**src/rtl/dfq_pkg.sv**
```systemverilog
// ----------------------------------------------------------------------------
// dfq_pkg
// shared types, sizes and helpers for the deduplicating fifo queue
// ----------------------------------------------------------------------------
package dfq_pkg;

  localparam int CAPACITY    = 16;
  localparam int KEY_BITS    = 32;
  localparam int IDX_W       = (CAPACITY > 1) ? $clog2(CAPACITY) : 1;
  localparam int CNT_W       = $clog2(CAPACITY + 1);
  localparam int KEY_PORT_W  = 32;
  localparam int COUNT_PORT_W = 5;

  typedef logic [KEY_BITS-1:0]     key_t;
  typedef logic [IDX_W-1:0]        idx_t;
  typedef logic [CNT_W-1:0]        cnt_t;
  typedef logic [KEY_PORT_W-1:0]   key_port_t;
  typedef logic [COUNT_PORT_W-1:0] count_port_t;

  localparam logic OP_ENQ = 1'b0;
  localparam logic OP_DEQ = 1'b1;

  typedef enum logic [1:0] {
    ST_DONE  = 2'd0,
    ST_DUP   = 2'd1,
    ST_FULL  = 2'd2,
    ST_EMPTY = 2'd3
  } status_t;

  function automatic idx_t next_slot(idx_t s);
    idx_t r;
    if (s == idx_t'(CAPACITY - 1)) begin
      r = '0;
    end else begin
      r = idx_t'(s + idx_t'(1));
    end
    return r;
  endfunction

  function automatic key_t port_to_key(key_port_t k);
    logic [127:0] w;
    w = 128'(k);
    return w[KEY_BITS-1:0];
  endfunction

  function automatic key_port_t key_to_port(key_t k);
    logic [127:0] w;
    w = 128'(k);
    return w[KEY_PORT_W-1:0];
  endfunction

  function automatic count_port_t cnt_to_port(cnt_t c);
    logic [127:0] w;
    w = 128'(c);
    return w[COUNT_PORT_W-1:0];
  endfunction

endpackage

```
**src/rtl/dedup_fifo_queue.sv**
```systemverilog
// ----------------------------------------------------------------------------
// dedup_fifo_queue
// fifo queue of keys that drops an enqueue whose key is already queued
// ----------------------------------------------------------------------------
//  channel   ports                                        handshake
//  input     in_opcode, in_key_in                         start && !busy
//  result    out_status, out_key_out, out_count_out       out_valid, one cycle
//
//  an enqueue into an empty queue is written straight from idle; otherwise
//  the head-to-tail duplicate scan reads one entry a cycle through the
//  single ram read port. a dequeue reads the head in S_DEQ unless empty. the
//  result is registered in the cycle after the last work cycle; busy falls at
//  the same edge, so the next item may be started while the result is shown.
//  synchronous reset empties the queue; the key ram needs no clearing.
module dedup_fifo_queue (
  input  logic                  clk,
  input  logic                  rst_n,
  input  logic                  start,
  output logic                  busy,
  input  logic                  in_opcode,
  input  dfq_pkg::key_port_t    in_key_in,
  output logic                  out_valid,
  output logic [1:0]            out_status,
  output dfq_pkg::key_port_t    out_key_out,
  output dfq_pkg::count_port_t  out_count_out
);

  import dfq_pkg::*;

  typedef enum logic [2:0] {
    S_IDLE = 3'b001,
    S_SCAN = 3'b010,
    S_DEQ  = 3'b100
  } state_t;

  state_t      state_r, state_nxt;
  idx_t        head_r, head_nxt;
  idx_t        tail_r, tail_nxt;
  cnt_t        count_r, count_nxt;
  idx_t        scan_r, scan_nxt;
  cnt_t        left_r, left_nxt;
  key_t        key_r, key_nxt;

  logic        out_valid_r, out_valid_nxt;
  status_t     out_status_r, out_status_nxt;
  key_t        out_key_r, out_key_nxt;
  cnt_t        out_count_r, out_count_nxt;

  logic        ram_we;
  idx_t        ram_waddr;
  key_t        ram_wdata;
  idx_t        ram_raddr;
  key_t        ram_rdata;

  logic        accept;
  key_t        key_in;

  assign accept = start && (state_r == S_IDLE);
  assign key_in = port_to_key(in_key_in);

  dfq_ram #(
    .WIDTH (KEY_BITS),
    .DEPTH (CAPACITY)
  ) u_key_ram (
    .clk   (clk),
    .we    (ram_we),
    .waddr (ram_waddr),
    .wdata (ram_wdata),
    .raddr (ram_raddr),
    .rdata (ram_rdata)
  );

  always_comb begin
    state_nxt      = state_r;
    head_nxt       = head_r;
    tail_nxt       = tail_r;
    count_nxt      = count_r;
    scan_nxt       = scan_r;
    left_nxt       = left_r;
    key_nxt        = key_r;
    out_valid_nxt  = 1'b0;
    out_status_nxt = out_status_r;
    out_key_nxt    = out_key_r;
    out_count_nxt  = out_count_r;
    ram_we         = 1'b0;
    ram_waddr      = tail_r;
    ram_wdata      = key_r;
    ram_raddr      = head_r;

    case (state_r)
      S_IDLE: begin
        if (accept) begin
          key_nxt = key_in;
          if (in_opcode == OP_DEQ) begin
            if (count_r == '0) begin
              out_valid_nxt  = 1'b1;
              out_status_nxt = ST_EMPTY;
              out_key_nxt    = '0;
              out_count_nxt  = count_r;
            end else begin
              ram_raddr = head_r;
              state_nxt = S_DEQ;
            end
          end else begin
            if (count_r == '0) begin
              ram_we         = 1'b1;
              ram_waddr      = tail_r;
              ram_wdata      = key_in;
              tail_nxt       = next_slot(tail_r);
              count_nxt      = cnt_t'(count_r + cnt_t'(1));
              out_valid_nxt  = 1'b1;
              out_status_nxt = ST_DONE;
              out_key_nxt    = '0;
              out_count_nxt  = cnt_t'(count_r + cnt_t'(1));
            end else begin
              ram_raddr = head_r;
              scan_nxt  = next_slot(head_r);
              left_nxt  = cnt_t'(count_r - cnt_t'(1));
              state_nxt = S_SCAN;
            end
          end
        end
      end

      S_SCAN: begin
        if (ram_rdata == key_r) begin
          out_valid_nxt  = 1'b1;
          out_status_nxt = ST_DUP;
          out_key_nxt    = '0;
          out_count_nxt  = count_r;
          state_nxt      = S_IDLE;
        end else if (left_r == '0) begin
          out_valid_nxt = 1'b1;
          out_key_nxt   = '0;
          state_nxt     = S_IDLE;
          if (count_r == cnt_t'(CAPACITY)) begin
            out_status_nxt = ST_FULL;
            out_count_nxt  = count_r;
          end else begin
            ram_we         = 1'b1;
            ram_waddr      = tail_r;
            ram_wdata      = key_r;
            tail_nxt       = next_slot(tail_r);
            count_nxt      = cnt_t'(count_r + cnt_t'(1));
            out_status_nxt = ST_DONE;
            out_count_nxt  = cnt_t'(count_r + cnt_t'(1));
          end
        end else begin
          ram_raddr = scan_r;
          scan_nxt  = next_slot(scan_r);
          left_nxt  = cnt_t'(left_r - cnt_t'(1));
        end
      end

      S_DEQ: begin
        head_nxt       = next_slot(head_r);
        count_nxt      = cnt_t'(count_r - cnt_t'(1));
        out_valid_nxt  = 1'b1;
        out_status_nxt = ST_DONE;
        out_key_nxt    = ram_rdata;
        out_count_nxt  = cnt_t'(count_r - cnt_t'(1));
        state_nxt      = S_IDLE;
      end

      default: begin
        state_nxt = S_IDLE;
      end
    endcase
  end

  always_ff @(posedge clk) begin
    if (!rst_n) begin
      state_r     <= S_IDLE;
      head_r      <= '0;
      tail_r      <= '0;
      count_r     <= '0;
      out_valid_r <= 1'b0;
    end else begin
      state_r     <= state_nxt;
      head_r      <= head_nxt;
      tail_r      <= tail_nxt;
      count_r     <= count_nxt;
      out_valid_r <= out_valid_nxt;
    end
  end

  always_ff @(posedge clk) begin
    scan_r       <= scan_nxt;
    left_r       <= left_nxt;
    key_r        <= key_nxt;
    out_status_r <= out_status_nxt;
    out_key_r    <= out_key_nxt;
    out_count_r  <= out_count_nxt;
  end

  assign busy          = (state_r != S_IDLE);
  assign out_valid     = out_valid_r;
  assign out_status    = out_status_r;
  assign out_key_out   = key_to_port(out_key_r);
  assign out_count_out = cnt_to_port(out_count_r);

endmodule

```
**src/rtl/dfq_ram.sv**
```systemverilog
// ----------------------------------------------------------------------------
// dfq_ram
// generic simple dual port ram, one write and one registered read per cycle
// ----------------------------------------------------------------------------
module dfq_ram #(
  parameter int WIDTH = 32,
  parameter int DEPTH = 16
) (
  input  logic                             clk,
  input  logic                             we,
  input  logic [$clog2(DEPTH)-1:0]         waddr,
  input  logic [WIDTH-1:0]                 wdata,
  input  logic [$clog2(DEPTH)-1:0]         raddr,
  output logic [WIDTH-1:0]                 rdata
);

  logic [WIDTH-1:0] mem [DEPTH];

  always_ff @(posedge clk) begin
    if (we) begin
      mem[waddr] <= wdata;
    end
    rdata <= mem[raddr];
  end

endmodule
```
**config.mk**
```make
export PLATFORM = sky130hd
export DESIGN_NAME = dedup_fifo_queue
export DESIGN_NICKNAME = d
export VERILOG_FILES = /design/src/rtl/dfq_pkg.sv /design/src/rtl/dedup_fifo_queue.sv /design/src/rtl/dfq_ram.sv
export SDC_FILE = /design/constraint.sdc
export NUM_CORES = 1
export LEC_CHECK = 0
export BUFFER_PORTS_ARGS = -buffer_cell sky130_fd_sc_hd__buf_2
export CAP_MARGIN = 20
export CORE_ASPECT_RATIO = 1.75
export CORE_UTILIZATION = 45
export CTS_CLUSTER_SIZE = 20
export DETAILED_ROUTE_END_ITERATION = 12
export GPL_ROUTABILITY_DRIVEN = 0
export MAX_ROUTING_LAYER = met4
export PLACE_DENSITY = 0.72
export REMOVE_ABC_BUFFERS = 1
export SKIP_LAST_GASP = 1
export SYNTH_ARGS = -nofsm -noshare
export SYNTH_HDL_FRONTEND = slang
export SYNTH_SLANG_ARGS = --single-unit
```
**constraint.sdc**
```tcl
create_clock -name clk -period 5.13 [get_ports clk]
set_input_delay 1.026 -clock clk [delete_from_list [all_inputs] [get_ports clk]]
set_output_delay 1.026 -clock clk [all_outputs]
set_load 0.02 [all_outputs]
```
==> summary.txt <==
GRT
  • Initial antenna violation count: 1
  • Largest net degree at the start of global routing: 198
  • Gr usage total: 24.1%
  • First-pass GRT wire length: 108000 um
  • GR Overflow Total: 0
  • Vias in the first global route: 17950

Run
  • Max Cap Viol: 0

CTS
  • Cts bufs inserted: 54
  • Gates resized, CTS repair: 0
  • CTS root buf: clkbuf_16
  • Setup Buffers After CTS: 0
  • H-Tree Depth: 2
  • Worst skew pair latency: 610 ps
  • CTS tree: yes
  • Max Buffers Root-to-Sink: 3
  • Hold-fix buffers at CTS: 0
  • Clock Sink Count: 641
  • Clock-pin slew on the worst setup and hold paths: 70 ps

Logic synthesis
  • Register bit total from synthesis: 641
  • Share of the synthesized area in the top cell type: 63.8%
  • Seq/Total Area, Yosys: 67.3%
  • Gate Count Post-Synth: 2079
  • Syn Area/Cell: 13.4 um^2
  • Largest cells by area after synthesis: edfxtp_1, mux2i_1, nand2b_1
  • Number of synthesized flops with an enable pin: 592
  • Syn Std Cell Area: 27900 um^2
  • Synth cell types: 54
  • Post-synth top area cell: edfxtp_1
  • Most used DFF post-synth: edfxtp_1
  • Ys async rst share: 0%
  • Synth Warn #: 0

Worst setup path
  • CP required: 5610 ps
  • Critical-path maximum fanout: 51
  • CP Launch Type: flip-flop
  • Critical Path AT: 5040 ps
  • Setup crit end kind: flip-flop
  • Critical path type: flip-flop to flip-flop

Routing
  • Drt first pass iters: 6
  • Routed wire per std cell: 24.8 um
  • DR vias/cell: 5.99
  • Routed WL: 73200 um
  • Initial DRC count: 1808
  • Residual DRC: 0
  • Antenna Nets Post-Route: 0
  • Via count: 17696

Layout
  • Final nets: 2163
  • Footprint of the multi-input gates: 8560 um^2
  • Post-route cell area: 31000 um^2
  • Count of non-filler cells in the finished layout: 2956
  • Fillcell total: 5060
  • Share of layout cells above drive strength 1: 12.6%
  • Layout area overhead: 11.2%
  • FF/Latch Area: 18800 um^2

Floorplan
  • Die H: 331 um
  • Die Footprint: 62900 um^2
  • Ports: 77
  • Die width: 190 um
  • Core Rows: 120
  • Initial Utilization: 45.5%
  • Core ar.: 61300 um^2

Hold path
  • Worst Hold Class: flip-flop to flip-flop

STA
  • Relative max-transition margin: 32.7%
  • Tmin final: 4560 ps
  • Fin. max-slew vios: 0
  • Fmax: 0.219 GHz
  • Final setup fails: 0
  • Final-report hold violation count: 0
  • Final WS setup: 573 ps
  • Tcrit/Tclk final: 88.8%
  • Tightest Pin Transition: 1010 ps
  • Skew final: 14.5 ps
  • RSZ-0062 raised after global routing: false

Status
  • Status: complete, no violations

Place
  • Buffers on Ports: 76
  • Area post-placement: 29100 um^2
  • Dpl cells: 2852
  • Dpl ws: 564 ps
  • Post-DP HPWL: 41200 um

Pwr
  • P_leak: 11.3 nW
  • Pwr per Cell Area: 349 nW/um^2
  • Peak VDD IR: 0.000237 V
## path summary, 6_finish.rpt
check / slack (ps) / to / start / cells past startpoint
worst max-delay path: 570 / u_key_ram.rdata[27]$_DFF_P_ / key_r[10]$_DFFE_PP_ / 10
worst min-delay path: 560 / out_key_out[14]$_SDFFCE_PN0P_ / u_key_ram.rdata[14]$_DFF_P_ / 1
worst max register to register: 570 / u_key_ram.rdata[27]$_DFF_P_ / key_r[10]$_DFFE_PP_ / 10
worst min register to register: 560 / out_key_out[14]$_SDFFCE_PN0P_ / u_key_ram.rdata[14]$_DFF_P_ / 1
## cells in the mapped netlist, drive strengths merged, types with 8 or more instances
cell type	n
a21oi	206
and2	37
buf	44
clkbuf	96
dfxtp	49
edfxtp	592
ha	11
inv	11
mux2	33
mux2i	168
nand2	232
nand2b	201
nor2	38
nor3	11
nor4	8
o2111ai	32
o211ai	97
o21ai	20
o22ai	65
or3	33
xnor2	10
xor2	38
## critical path, cell delays in order, from the launching register on
cell,delay (ps)
edfxtp_1,390
xor2_1,200
nor4_1,790
nand4_1,480
o211ai_1,380
buf_4,620
buf_4,640
a21oi_1,90
o211ai_1,200
o2111ai_1,220
or3_1,360
## cell type report
cell class                      instances  area share (%)
Clock buffer                           71            4.90
Multi-Input combinational cell       1287            27.6
Inverter                               11           0.133
Sequential cell                       641            60.6
Tap cell                              793            3.20
Clock inverter                         31           0.913
Timing Repair Buffer                  121            2.63
Antenna cell                            1         0.00808
## metal layers
metal  wire length (um)  vias to the layer above  global-route usage [%]  share of wire [%]
met5                  0                        -                       -                  0
met1              26000                     8789                    27.2                 36
met3               5420                      224                    3.02                7.4
li1                   -                     7832                       -                  -
met4               4520                        0                    14.8                6.2
met2              37300                      851                    40.5                 51
## registers in the layout, summed over array words and instances, names as in the netlist
signal and cells:
out_status 2, u_key_ram.rdata 32, scan_r 4, out_count_out 5, key_r 32, state_r 3, out_valid 1, tail_r 4
u_key_ram.mem 512, out_key_out 32, count_r 5, head_r 4, left_r 5
## cells in the final DEF (no fill, tap or decap), drive strengths merged, types with 33 or more instances in the layout
cell type    n
edfxtp     592
nand2      232
a21oi      206
nand2b     201
mux2i      168
buf        121
o211ai      97
clkbuf      71
o22ai       65
dfxtp       49
xor2        38
nor2        38
and2        37
or3         33
mux2        33
## power by group
group | leakage, nW | internal [mW] | switching (mW)
registers | 5.80 | 5.94 | 0.0576
clock network | 0.883 | 2.34 | 1.86
logic | 4.64 | 0.165 | 0.458
## per-stage QoR
stage	TNS, ps	hold WS [ps]	power (mW)	util (%)
2_1_floorplan	-422680	490	6.46	-
3_3_place_gp	0	545	6.71	47.6
3_5_place_dp	0	548	6.73	47.6
4_1_cts	0	556	10.9	50.5
5_1_grt	0	586	11.1	50.6
6_report	0	560	10.8	50.6
## logic make-up (layout without fill, tap and decap cells)
family / count (synthesis) / count (layout) / share of synthesized area (%)
multiplexers: 201 / 201 / 7.40
adder cells (fa/ha/maj): 11 / 11 / 0.494
AO/OA/AOI/OAI: 443 / 443 / 9.85
flip-flops: 641 / 641 / 67.3
XOR/XNOR: 48 / 48 / 1.51
buffers and inverters: 151 / 234 / 2.58
other: 0 / 1 / 0
AND/OR/NAND/NOR: 584 / 584 / 10.8
(Power assumes the default switching activity.)
